==> src/rtl/positional_list_engine_top_assert.svh <==
// Assertion macros for the positional list engine.
// Expects i_clk and i_rst_n in the including module.
`ifndef POSITIONAL_LIST_ENGINE_TOP_ASSERT_SVH
`define POSITIONAL_LIST_ENGINE_TOP_ASSERT_SVH

// same-cycle implication
`define PLE_ASSERT_IMP(lbl, ante, cons, msg) \
    lbl: assert property (@(posedge i_clk) disable iff (!i_rst_n) \
        (ante) |-> (cons)) else $error(msg);

// next-cycle implication
`define PLE_ASSERT_NXT(lbl, ante, cons, msg) \
    lbl: assert property (@(posedge i_clk) disable iff (!i_rst_n) \
        (ante) |=> (cons)) else $error(msg);

`endif

==> src/rtl/ple_pkg.sv <==
// Shared types and codes for the positional list engine.
// No dependencies.
`default_nettype none

package ple_pkg;

    localparam logic [1:0] CMD_INSERT = 2'd0;
    localparam logic [1:0] CMD_DELETE = 2'd1;
    localparam logic [1:0] CMD_LOCATE = 2'd2;
    localparam logic [1:0] CMD_CLEAR  = 2'd3;

    localparam logic [1:0] ST_OK     = 2'd0;
    localparam logic [1:0] ST_BADPOS = 2'd1;
    localparam logic [1:0] ST_FULL   = 2'd2;

    localparam int CHUNK = 8;

    typedef enum logic {
        S_IDLE,
        S_SCAN
    } t_state;

    typedef struct packed {
        logic ins;
        logic del;
    } t_cell_ctl;

    typedef struct packed {
        logic clr;
        logic run;
    } t_scan_ctl;

    typedef struct packed {
        logic done;
        logic hit;
    } t_scan_stat;

endpackage

`default_nettype wire

==> src/rtl/ple_cell.sv <==
// One list slot: holds an entry, shifts with its neighbors, compares to the key.
// Depends on ple_pkg.
`default_nettype none

module ple_cell #(
    parameter int DEPTH = 64,
    parameter int IDX = 0,
    localparam int AW = $clog2(DEPTH),
    localparam int CW = $clog2(DEPTH + 1)
) (
    input  wire                      i_clk,
    input  wire ple_pkg::t_cell_ctl  i_ctl,
    input  wire logic [AW-1:0]       i_pidx,
    input  wire logic [CW-1:0]       i_count,
    input  wire logic signed [31:0]  i_value,
    input  wire logic signed [31:0]  i_left,
    input  wire logic signed [31:0]  i_right,
    input  wire logic signed [31:0]  i_key,
    output logic signed [31:0]       o_entry,
    output logic                     o_match
);
    import ple_pkg::*;

    localparam logic [AW-1:0] MY_IDX = AW'(IDX);
    localparam logic [CW-1:0] MY_CNT = CW'(IDX);

    logic signed [31:0] r_entry;
    logic signed [31:0] n_entry;

    always_comb begin
        n_entry = r_entry;
        if (i_ctl.ins) begin
            if (MY_IDX > i_pidx) begin
                n_entry = i_left;
            end else if (MY_IDX == i_pidx) begin
                n_entry = i_value;
            end
        end else if (i_ctl.del) begin
            if (MY_IDX >= i_pidx) begin
                n_entry = i_right;
            end
        end
    end

    always_ff @(posedge i_clk) begin
        r_entry <= n_entry;
    end

    assign o_entry = r_entry;
    assign o_match = (r_entry == i_key) && (MY_CNT < i_count);

endmodule

`default_nettype wire

==> config.mk <==
export PLATFORM = sky130hd
export DESIGN_NAME = ple_cell
export DESIGN_NICKNAME = d
export VERILOG_FILES = /design/src/rtl/positional_list_engine_top_assert.svh /design/src/rtl/ple_pkg.sv /design/src/rtl/ple_cell.sv
export SDC_FILE = /design/constraint.sdc
export NUM_CORES = 1
export LEC_CHECK = 0
export BUFFER_PORTS_ARGS = -buffer_cell sky130_fd_sc_hd__buf_2
export CAP_MARGIN = 5
export CORE_ASPECT_RATIO = 1.4
export CORE_UTILIZATION = 38
export DETAILED_ROUTE_END_ITERATION = 10
export MAX_ROUTING_LAYER = met4
export PLACE_DENSITY = 0.9
export SLEW_MARGIN = 20
export SYNTH_ARGS = -nofsm -noshare
export SYNTH_HDL_FRONTEND = slang
export SYNTH_SLANG_ARGS = --single-unit
export TNS_END_PERCENT = 100
==> constraint.sdc <==
create_clock -name i_clk -period 7.8 [get_ports i_clk]
set_clock_uncertainty 0.05 [all_clocks]
set_input_delay 0.39 -clock i_clk [delete_from_list [all_inputs] [get_ports i_clk]]
set_output_delay 0.39 -clock i_clk [all_outputs]
set_load 0.02 [all_outputs]
Yosys cells after proc, flatten, opt, wreduce, memory -nomap -nowiden
Index checks and enable logic that the tools add are counted.

storage, ports and cells
  flip-flop bits (word level) = 32
  input port bits = 144
  output and inout bits = 33
  word-level logic and storage cells = 16

operators by class
  magnitude comparators = 3
  equality and inequality tests = 2
  mux-type cells = 5
  reduce and logical (&&, ||, !) cells = 5

operators with widths
  kind                                                               count
  two-way mux 32 bit                                                 5
  equality test 32 bit                                               1
  < comparator 1 x 7 -> 1 bit (first input constant)                 1
  greater-or-equal comparator 1 x 6 -> 1 bit (first input constant)  1
  > comparator 1 x 6 -> 1 bit (first input constant)                 1
  zero test 6 bit                                                    1
  nonzero test 2 bit                                                 2
  != test 3 x 1 -> 1 bit (second input constant)                     1
  AND reduction 3 bit                                                1
  logical AND 1 bit                                                  1

Logic depth before layout (Yosys ltp)
  word-level depth = 4
  depth in mapped cells = 4
  gate-level depth less buffers = 4

Worst setup path after synthesis
No wires, ideal clock.

  path kind = input port to flip-flop
  start point = input i_pidx[2]
  end point = register r_entry[0], in the netlist o_entry[0] (enable)
  library setup time = 505 ps
  arrival = 3,979 ps
  data required time = 7,245 ps
  setup slack = 3,266 ps
  stages = 2
  buffers on the path = 0
  cells stage by stage = or4_1 -> nor4_1

between the ends
  longest elaborated chain between the ends = 3
  elaborated cells between the ends (all ways) = 6
  classes of those cells = order compare (2); eq/ne (1); reduce/logical (3)

RTL lines
  what                                                                                  line            text
  start: declaration                                                                    ple_cell.sv:13  input wire logic [AW-1:0] i_pidx,
  > comparator 1 x 6 -> 1 bit, or another cell as far along                             ple_cell.sv:33  if (MY_IDX > i_pidx) begin
  != test 3 x 1 -> 1 bit (no source line) / nonzero test 2 bit (equally long branches)  -
  AND reduction 3 bit (no source line) (*)                                              -
  end signal: assignment                                                                ple_cell.sv:46  r_entry <= n_entry;
  end: declaration                                                                      ple_cell.sv:27  logic signed [31:0] r_entry;

Every way passes the cells marked *; elsewhere a longest branch is shown, timed or not.
A chain may end at the register's enable or synchronous reset.

Final worst setup path
  start point = register r_entry[22], in the netlist o_entry[22]
  end point = output o_match

between the ends
  longest elaborated chain between the ends = 2

RTL lines
  what                  line            text
  equality test 32 bit  ple_cell.sv:50  assign o_match = (r_entry == i_key) && (MY_CNT < i_count);
  logical AND 1 bit     ple_cell.sv:50
  end: declaration      ple_cell.sv:20  output logic o_match

Every way passes these cells.

==> flow_metrics.tcl <==
set metrics [dict create \
    first_iter_violations 86 \
    tritoncts "done" \
    synthToLayoutAreaGrowth_pct 52.9 \
    postCtsResizedCells 0 \
    setup_viol 0 \
    max-cap-violations 0 \
    regArea_um2 961 \
    grt_max_degree 34 \
    cts_setup_buffers 0 \
    ctsHtreeMaxLevel 2 \
    ir_drop_v 0.000106 \
    hpwlAfterDp_um 3860 \
    drv_slew 0 \
    period_share 0.322 \
    synth-seq-cells 32 \
    synth.top_cell.area_share 0.559 \
    grt_pass1_wl_um 7020 \
    crit_fanout 2 \
    vias 1565 \
    end_kind "output port" \
    first_pass_iters 6 \
    crit_start "o_entry[22]$_DFFE_PP_" \
    synth_largest_area_cell "edfxtp_1" \
    crit_path_cell_trace "xor2_1 -> nor4_1 -> nand3_1 -> a2111oi_1 -> buf_2" \
    status "finished, final reports clean" \
    num_rows 28 \
    worstMarginPinSlew_ns 0.735 \
    ioPinCount 177 \
    crit_arrival_ns 2.07 \
    cts.reportedPaths.clkPinSlew_ns 0.07 \
    synth.avg_cell_area_um2 14.8 \
    wl_per_cell_um 14.5 \
    start_util 0.403 \
    routed_via_density 4.80 \
    cts.path.max_buffers 2 \
    critPathKind "reg2out" \
    numPortBuffers 144 \
    drive_above_1_share 0.703 \
    yosysSeqAreaShare 0.559 \
    p_per_area_nw_per_um2 156 \
    track_usage 0.210 \
    rsz0062_at_grt "false" \
    gp_congestion 0.804 \
    synth_area_leaders "edfxtp_1 (56%), mux2_2 (21%), xor2_1 (14%), nor4_1 (3.3%), xnor2_1 (2.0%)" \
    cts_hold_buf 0 \
    antenna_found_initial 0 \
    hold_violations 0 \
    worst_path_largest_cell_delay_ns 0.46 \
    p_leak_uw 0.00118 \
    wirelength_um 4720 \
    core_region_area_um2 4270 \
    route.antenna.remaining_nets 0 \
    grt_pass1_vias 1613 \
    overflow 0 \
    multiInputGateArea_um2 747 \
    max_freq_mhz 399 \
    cts_buffers 5 \
    netlist_area_um2 1720 \
    ys_warn_count 0 \
    die_x_um 58.9 \
    die_h_um 81.6 \
    diodes 0 \
    slew_headroom 0.510 \
    cts_root_buffer "clkbuf_8" \
    required_ns 7.36 \
    fin_crit_ns 2.51 \
    hold_path_class "in2reg" \
    hold-worst-slack_ns 0.352 \
    clock-sinks 32 \
    drc_errors 0 \
    ys_types 13 \
    synth.net_count 260 \
    slowest_stage "nor4_1" \
    tns_ns 0 \
    hold_start "i_right[13]" \
    fill_cells 372 \
    largest_reg_flops 32 \
    start_kind "flop" \
    fin_nets 409 \
    die_area_um2 4800 \
    syn_inst 116 \
]
[power breakdown]
group	internal, uW	switching [uW]
clock network	94.5	64.5
registers	192	1.07
logic	37.1	22.0
[cells in the mapped netlist (all sizes together)]
| cell type | n |
|---|---|
| buf | 3 |
| or4 | 1 |
| nor2 | 1 |
| xor2 | 28 |
| edfxtp | 32 |
| a2111oi | 1 |
| clkbuf | 1 |
| nor4 | 9 |
| nand3 | 1 |
| nor3 | 1 |
| mux2 | 32 |
| nand4 | 2 |
| xnor2 | 4 |
[critical path: cells and delay by family, from the launching register on]
| kind | cells | cell delay (ns) |
|---|---|---|
| simple gates | 2 | 0.62 |
| buf+inv | 1 | 0.23 |
| xor+xnor | 1 | 0.16 |
| compound gates | 1 | 0.37 |
| flops | 1 | 0.41 |
[routing by layer]
metal,up-vias,share of wire,track usage
met1,699,0.37,0.210
met5,-,0,-
met4,0,0.020,0.100
met3,12,0.087,0.0441
met2,119,0.53,0.383
li1,735,-,-
[cell families (layout without fill, tap and decap cells)]
logic type | count (synthesis) | count (layout) | synth area share
AND/OR/NAND/NOR | 15 | 15 | 0.0524
flip-flops | 32 | 32 | 0.559
multiplexers | 32 | 32 | 0.209
AO/OA/AOI/OAI | 1 | 1 | 0.00582
buffers and inverters | 4 | 154 | 0.0109
XOR/XNOR | 32 | 32 | 0.163
[metrics by stage]
step	util	worst slack, ns	std cells	power [uW]	instance area (um2)
2_1_floorplan	-	3.27	116	224	1720
3_3_place_gp	0.589	5.49	318	254	2520
3_5_place_dp	0.589	5.50	318	257	2520
4_1_cts	0.615	5.26	326	417	2630
5_1_grt	0.615	5.18	326	427	2630
6_report	0.615	5.29	326	411	2630
[final cells by class]
class,count,share of cell area
clock buffer,5,0.0262
clock inverter,3,0.0162
multi-input combinational,80,0.284
sequential,32,0.365
tap,60,0.0285
timing repair buffer,146,0.280
[final timing paths]
kind,to,cells past startpoint
hold / removal,o_entry[13]$_DFFE_PP_,2
setup / recovery,o_match,5
[cell usage in the layout (no fill, tap or decap), drive strengths merged]
| master | synthesis | layout |
|---|---|---|
| clkinvlp | 0 | 1 |
| nand4 | 2 | 2 |
| nor2 | 1 | 1 |
| nand3 | 1 | 1 |
| bufinv | 0 | 1 |
| edfxtp | 32 | 32 |
| or4 | 1 | 1 |
| xor2 | 28 | 28 |
| nor3 | 1 | 1 |
| a2111oi | 1 | 1 |
| xnor2 | 4 | 4 |
| mux2 | 32 | 32 |
| nor4 | 9 | 9 |
| buf | 3 | 146 |
| clkbuf | 1 | 5 |
| clkinv | 0 | 1 |
(Power assumes the default switching activity.)
