--- config.mk ---
export PLATFORM = sky130hd
export DESIGN_NAME = ple_scan
export DESIGN_NICKNAME = d
export VERILOG_FILES = /design/src/rtl/positional_list_engine_top_assert.svh /design/src/rtl/ple_pkg.sv /design/src/rtl/ple_scan.sv
export SDC_FILE = /design/constraint.sdc
export NUM_CORES = 1
export LEC_CHECK = 0
export BUFFER_PORTS_ARGS = -buffer_cell sky130_fd_sc_hd__buf_2
export CORE_MARGIN = 4
export CORE_UTILIZATION = 30
export CTS_BUF_LIST = sky130_fd_sc_hd__clkbuf_2 sky130_fd_sc_hd__clkbuf_4 sky130_fd_sc_hd__clkbuf_8
export DETAILED_ROUTE_END_ITERATION = 16
export GPL_TIMING_DRIVEN = 0
export SLEW_MARGIN = 30
export SYNTH_ARGS = -nofsm -noshare
export SYNTH_HDL_FRONTEND = slang
export SYNTH_SLANG_ARGS = --single-unit
--- constraint.sdc ---
create_clock -name i_clk -period 2.8 [get_ports i_clk]
set_input_delay 0.28 -clock i_clk [delete_from_list [all_inputs] [get_ports i_clk]]
set_output_delay 0.28 -clock i_clk [all_outputs]
set_load 0.03 [all_outputs]
--- src/rtl/positional_list_engine_top_assert.svh ---
// Assertion macros for the positional list engine.
// Expects i_clk and i_rst_n in the including module.
`ifndef POSITIONAL_LIST_ENGINE_TOP_ASSERT_SVH
`define POSITIONAL_LIST_ENGINE_TOP_ASSERT_SVH

// same-cycle implication
`define PLE_ASSERT_IMP(lbl, ante, cons, msg) \
    lbl: assert property (@(posedge i_clk) disable iff (!i_rst_n) \
        (ante) |-> (cons)) else $error(msg);

// next-cycle implication
`define PLE_ASSERT_NXT(lbl, ante, cons, msg) \
    lbl: assert property (@(posedge i_clk) disable iff (!i_rst_n) \
        (ante) |=> (cons)) else $error(msg);

`endif

--- src/rtl/ple_pkg.sv ---
// Shared types and codes for the positional list engine.
// No dependencies.
`default_nettype none

package ple_pkg;

    localparam logic [1:0] CMD_INSERT = 2'd0;
    localparam logic [1:0] CMD_DELETE = 2'd1;
    localparam logic [1:0] CMD_LOCATE = 2'd2;
    localparam logic [1:0] CMD_CLEAR  = 2'd3;

    localparam logic [1:0] ST_OK     = 2'd0;
    localparam logic [1:0] ST_BADPOS = 2'd1;
    localparam logic [1:0] ST_FULL   = 2'd2;

    localparam int CHUNK = 8;

    typedef enum logic {
        S_IDLE,
        S_SCAN
    } t_state;

    typedef struct packed {
        logic ins;
        logic del;
    } t_cell_ctl;

    typedef struct packed {
        logic clr;
        logic run;
    } t_scan_ctl;

    typedef struct packed {
        logic done;
        logic hit;
    } t_scan_stat;

endpackage

`default_nettype wire

--- src/rtl/ple_scan.sv ---
// Locate scanner: walks the cell match flags eight at a time, first hit wins.
// Depends on ple_pkg.
`default_nettype none

module ple_scan #(
    parameter int DEPTH = 64,
    localparam int NCH = (DEPTH + 7) / 8,
    localparam int KW = (NCH > 1) ? $clog2(NCH) : 1,
    localparam int IW = KW + 3
) (
    input  wire                  i_clk,
    input  wire                  i_rst_n,
    input  wire ple_pkg::t_scan_ctl i_ctl,
    input  wire logic [DEPTH-1:0] i_flags,
    output ple_pkg::t_scan_stat  o_stat,
    output logic [IW-1:0]        o_idx
);
    import ple_pkg::*;

    localparam logic [KW-1:0] LAST = KW'(NCH - 1);

    logic [KW-1:0]        r_chunk;
    logic [KW-1:0]        n_chunk;
    logic [NCH*CHUNK-1:0] w_pad;
    logic [CHUNK-1:0]     w_sel;
    logic [2:0]           w_off;
    logic                 w_hit;
    logic                 w_done;

    always_comb begin
        w_pad = '0;
        w_pad[DEPTH-1:0] = i_flags;
        w_sel = w_pad[{r_chunk, 3'b000} +: CHUNK];
    end

    always_comb begin
        w_off = 3'd0;
        for (int k = CHUNK - 1; k >= 0; k--) begin
            if (w_sel[k]) begin
                w_off = 3'(k);
            end
        end
        w_hit = |w_sel;
    end

    assign w_done = i_ctl.run && (w_hit || (r_chunk == LAST));

    always_comb begin
        n_chunk = r_chunk;
        if (i_ctl.clr) begin
            n_chunk = '0;
        end else if (i_ctl.run && !w_done) begin
            n_chunk = r_chunk + 1'b1;
        end
    end

    always_ff @(posedge i_clk) begin
        if (!i_rst_n) begin
            r_chunk <= '0;
        end else begin
            r_chunk <= n_chunk;
        end
    end

    assign o_stat.done = w_done;
    assign o_stat.hit  = w_hit;
    assign o_idx       = {r_chunk, w_off};

endmodule

`default_nettype wire

== Word-level counts from Yosys, hierarchy flattened ==
Index checks and enable logic that the tools add are counted.
W data, S select, Z words.
Cells by class
  add/subtract/negate cells: 1
  equality and inequality tests: 1
  shift operators: 1
  multiplexer cells: 8
  bitwise operators: 1
  reduce and logical (&&, ||, !) cells: 6
Operators by type and width (count)
  $shiftx A64 B7 Y8: 1
  $mux W3: 8
  $reduce_or A8 Y1: 1
  $add A3 B1 Y3 const B: 1
  $eq A3 B3 Y1 const B: 1
  $logic_and A1 B1 Y1: 2
  $reduce_or A2 Y1: 1
  $logic_not A1 Y1: 1
  $logic_or A1 B1 Y1: 1
  $not A1 Y1: 1
Storage, ports and cells
  register bits after elaboration: 3
  input bits: 68
  logic and storage cells: 19

== Logic depth before layout (Yosys ltp) ==
  word-level depth: 9
  depth in mapped cells: 8
  mapped depth without buffers: 6

== Least setup slack after synthesis ==
Ideal clock, no wire load.
  kind: flip-flop to output port
  start point: register r_chunk[1]
  end point: output o_idx[0]
  arrival time: 2.327 ns
  data required time: 2.520 ns
  setup slack: 0.193 ns
  cell stages (with the launch flop): 9
  path through: dfxtp_1 -> buf_2 -> buf_2 -> mux2_2 -> o2bb2a_1 -> a32oi_1 -> a31oi_1 -> a31oi_1 -> o221ai_1
Between the ends
  longest elaborated chain between the ends: 9
RTL lines
  start: declaration: RTL line ple_scan.sv:22  | logic [KW-1:0] r_chunk;
  start signal: assignment: RTL line ple_scan.sv:61  | r_chunk <= n_chunk;
  $shiftx A64 B7 Y8 (*): RTL line ple_scan.sv:33  | w_sel = w_pad[{r_chunk, 3'b000} +: CHUNK];
  $mux W3 (7 in series): RTL line ple_scan.sv:39  | if (w_sel[k]) begin
  $mux W3 (*): RTL line ple_scan.sv:39
  end: declaration: RTL line ple_scan.sv:16  | output logic [IW-1:0] o_idx
Every way passes the cells marked *; elsewhere a longest branch is shown, timed or not.

== Worst setup path after layout ==
Same ends and word-level chain as after synthesis.

==> metrics.md <==
| Metric | Value |
|---|---|
| Outcome | `finished, final reports clean` |
| Post-synth EDFFs | `0` |
| Die W | `about 66 um` |
| Biggest regs | `r_chunk: 3 flops` |
| Core box area | `around 3100 um2` |
| XOR/XNOR Fraction of Synth Area | `0` |
| RSZ-0062 raised after global routing | `false` |
| Die height | `65.9 um` |
| DP HPWL | `between 2 and 3 mm` |
| Synth top area share | `0.199` |
| Cell Area, Placed | `1440 um2` |
| Leakage | `0.000661 uW` |
| Adder-cell share of the synthesized area | `0.0249` |
| Largest net degree at the start of global routing | `11` |
| IO Pins | `76` |
| Sequential area share after synthesis | `0.0598` |
| GR Util All Layers | `0.153` |
| Slew Limit Fails | `0` |
| Port bufs | `between 70 and 80` |
| Nets | `271` |
| Setup total negative slack | `0 ns` |
| Fmax | `375 MHz` |
| Most frequent cells in the layout | `78 x buf_2, 20 x mux2i_1, 15 x nand2_1` |
| Clock Sinks | `3` |
| Ys async rst share | `0` |
| Post-synth cell types | `38` |
| Syn Inst Count | `121` |
| Crit Path Category | `register to output port` |
| Post-Syn Area | `between 1000 and 1500 um2` |
| Vias | `1258` |
| Clk root buf | `clkbuf_4` |
| Wirelength, routed | `about 3.4 mm` |
| Final worst path period need | `2.67 ns` |
| Max FO, Critical Path | `10` |
| Vias per cell | `5.16` |
| PwrDens | `about 160 nW/um2` |
| Slew Limit Headroom | `0.735` |
| Synth Area in Simple Gates | `0.305` |
| Vias in the first global route | `~1300` |
| Endpoints failing setup | `0` |
| H-tree lvl count | `1` |
| HP Class | `primary input to register` |
| Actual slew at the worst max-slew pin | `0.396 ns` |
| Initial Util | `0.321` |
| Biggest register | `r_chunk` |
| Synth area leaders | `mux2i_1 20%, mux4_1 10%, dfxtp_1 6.0%` |
| N_diodes | `0` |
| Final instance area | `1490 um2` |
| Detailed Routing Iterations Pass 1 | `4` |
| Latest clock arrival within the worst-skew pair | `0.24 ns` |
| Initial antenna violation count | `0` |
| Num CTS Buffers | `3` |
| Largest family of logic cells by synthesized area | `multiplexers` |
| Worst Skew | `0.00555 ns` |
| Layout cells sized above 1 | `0.500` |
| Critical Path RT | `2.52 ns` |
| Initial DRC Count | `92` |
| Area leader, netlist | `mux2i_1` |
| Final ANT Viol Nets | `0` |
| CTS tree | `done` |
| Total Power | `243 uW` |
| Most common library cell in the layout ignoring fill and taps | `buf_2` |
| #FFs+latches synth | `3` |
| Clock transition at path regs | `0.04 ns` |
| Die Footprint | `4340 um2` |
| Data arrival, critical path | `2.39 ns` |
| Final Hold Vio Count | `0` |
| Syn avg cell area | `8.30 um2` |
| Max-cap violations | `0` |
| Synth Area in Compound Gates | `0.168` |
| Share of the clock period used by the worst path | `0.953` |
| Clock Path Buffers | `2` |
| First-pass GRT wire length | `about 5.2 mm` |
| Fraction of synthesized area in multiplexers | `0.371` |
| Cell Rows | `20` |
| Global placement routability congestion | `0.905` |
| Crit start category | `register` |
| Wire per inst | `13.8 um` |
| Syn_nets | `191` |
| Max reg flops | `3` |
| Total congestion overflow | `0` |
| Crit path capture type | `output port` |
| Most used DFF post-synth | `dfxtp_1` |
| Worst VDD drop | `0.0978 mV` |
| Yosys warns | `0` |
| Final routed DRC violation total | `0` |
| Area grow syn2layout | `47.8%` |
## final timing paths
kind | depth (start not counted) | slack, ns | end | startpoint
worst max register to register | 7 | 0.56 | r_chunk[1]$_SDFFE_PP0P_ | r_chunk[0]$_SDFFE_PP0P_
worst max-delay path | 9 | 0.13 | o_idx[0] | r_chunk[1]$_SDFFE_PP0P_
worst min register to register | 3 | 0.68 | r_chunk[1]$_SDFFE_PP0P_ | r_chunk[1]$_SDFFE_PP0P_
worst min-delay path | 4 | 0.37 | r_chunk[0]$_SDFFE_PP0P_ | i_ctl[1]
## worst max-delay path, cell delays in order, from the launching register on
cell and delay (ns):
dfxtp_2 0.34, buf_6 0.13, buf_6 0.16, mux2_2 0.38
o2bb2a_1 0.29, a32oi_1 0.22, a31oi_1 0.08, a31oi_1 0.19
o221ai_1 0.15, clkbuf_4 0.20
## repair_timing
action,CTS,global route
resized for setup,2,10
pin swaps,0,0
setup buffers,0,0
setup endpoints to repair,1,2
hold buffers,0,0
## Yosys cell counts, types with 4 or more instances
| cell type | count |
|---|---|
| a21oi_1 | 4 |
| buf_2 | 6 |
| mux2i_1 | 20 |
| mux4_1 | 4 |
| nand2_1 | 15 |
| nand3_1 | 8 |
| nand4_1 | 4 |
| nor2_1 | 5 |
| nor3_1 | 7 |
| o21ai_0 | 5 |
## power by group
| part | leakage [uW] | switching [uW] | total (uW) | internal [uW] |
|---|---|---|---|---|
| registers | 0.0000252 | 0.0102 | 43.0 | 42.9 |
| clock network | 0.0000184 | 25.4 | 88.6 | 63.2 |
| logic | 0.000617 | 49.1 | 111 | 61.9 |
## routing by layer
layer | vias to the layer above | part of all wire | routed length, um | track usage
met1 | 562 | 0.40 | 1340 | 0.161
met4 | 0 | 0.010 | 35 | 0.0570
met5 | - | 0 | 0 | 0
met3 | 4 | 0.090 | 301 | 0.0323
li1 | 625 | - | - | -
met2 | 67 | 0.50 | 1680 | 0.292
## kinds of logic (layout without fill, tap and decap cells)
family                   after synthesis  count (layout)
multiplexers                          28              28
flip-flops                             3               3
AND/OR/NAND/NOR                       53              53
buffers and inverters                 13              92
adder cells (fa/ha/maj)                2               2
AO/OA/AOI/OAI                         22              22
## area by class of cell
type / count / area (um2)
Buffer: 11 / 78.8
Inverter: 2 / 7.51
Sequential cell: 3 / 62.6
Multi-Input combinational cell: 105 / 873
Timing Repair Buffer: 75 / 378
Tap cell: 44 / 55.1
Fill cell: 300 / 1640
Clock buffer: 4 / 30.0
## stage by stage
| step | std cells | hold slack [ns] | setup WS [ns] | utilization |
|---|---|---|---|---|
| 2_1_floorplan | 121 | 0.513 | 0.193 | - |
| 3_3_place_gp | 240 | 0.613 | 0.218 | 0.459 |
| 3_5_place_dp | 240 | 0.631 | 0.165 | 0.459 |
| 4_1_cts | 244 | 0.370 | 0.0224 | 0.470 |
| 5_1_grt | 244 | 0.395 | 0.00907 | 0.475 |
| 6_report | 244 | 0.371 | 0.131 | 0.475 |
Note: power is estimated with default switching activity, not from simulation.
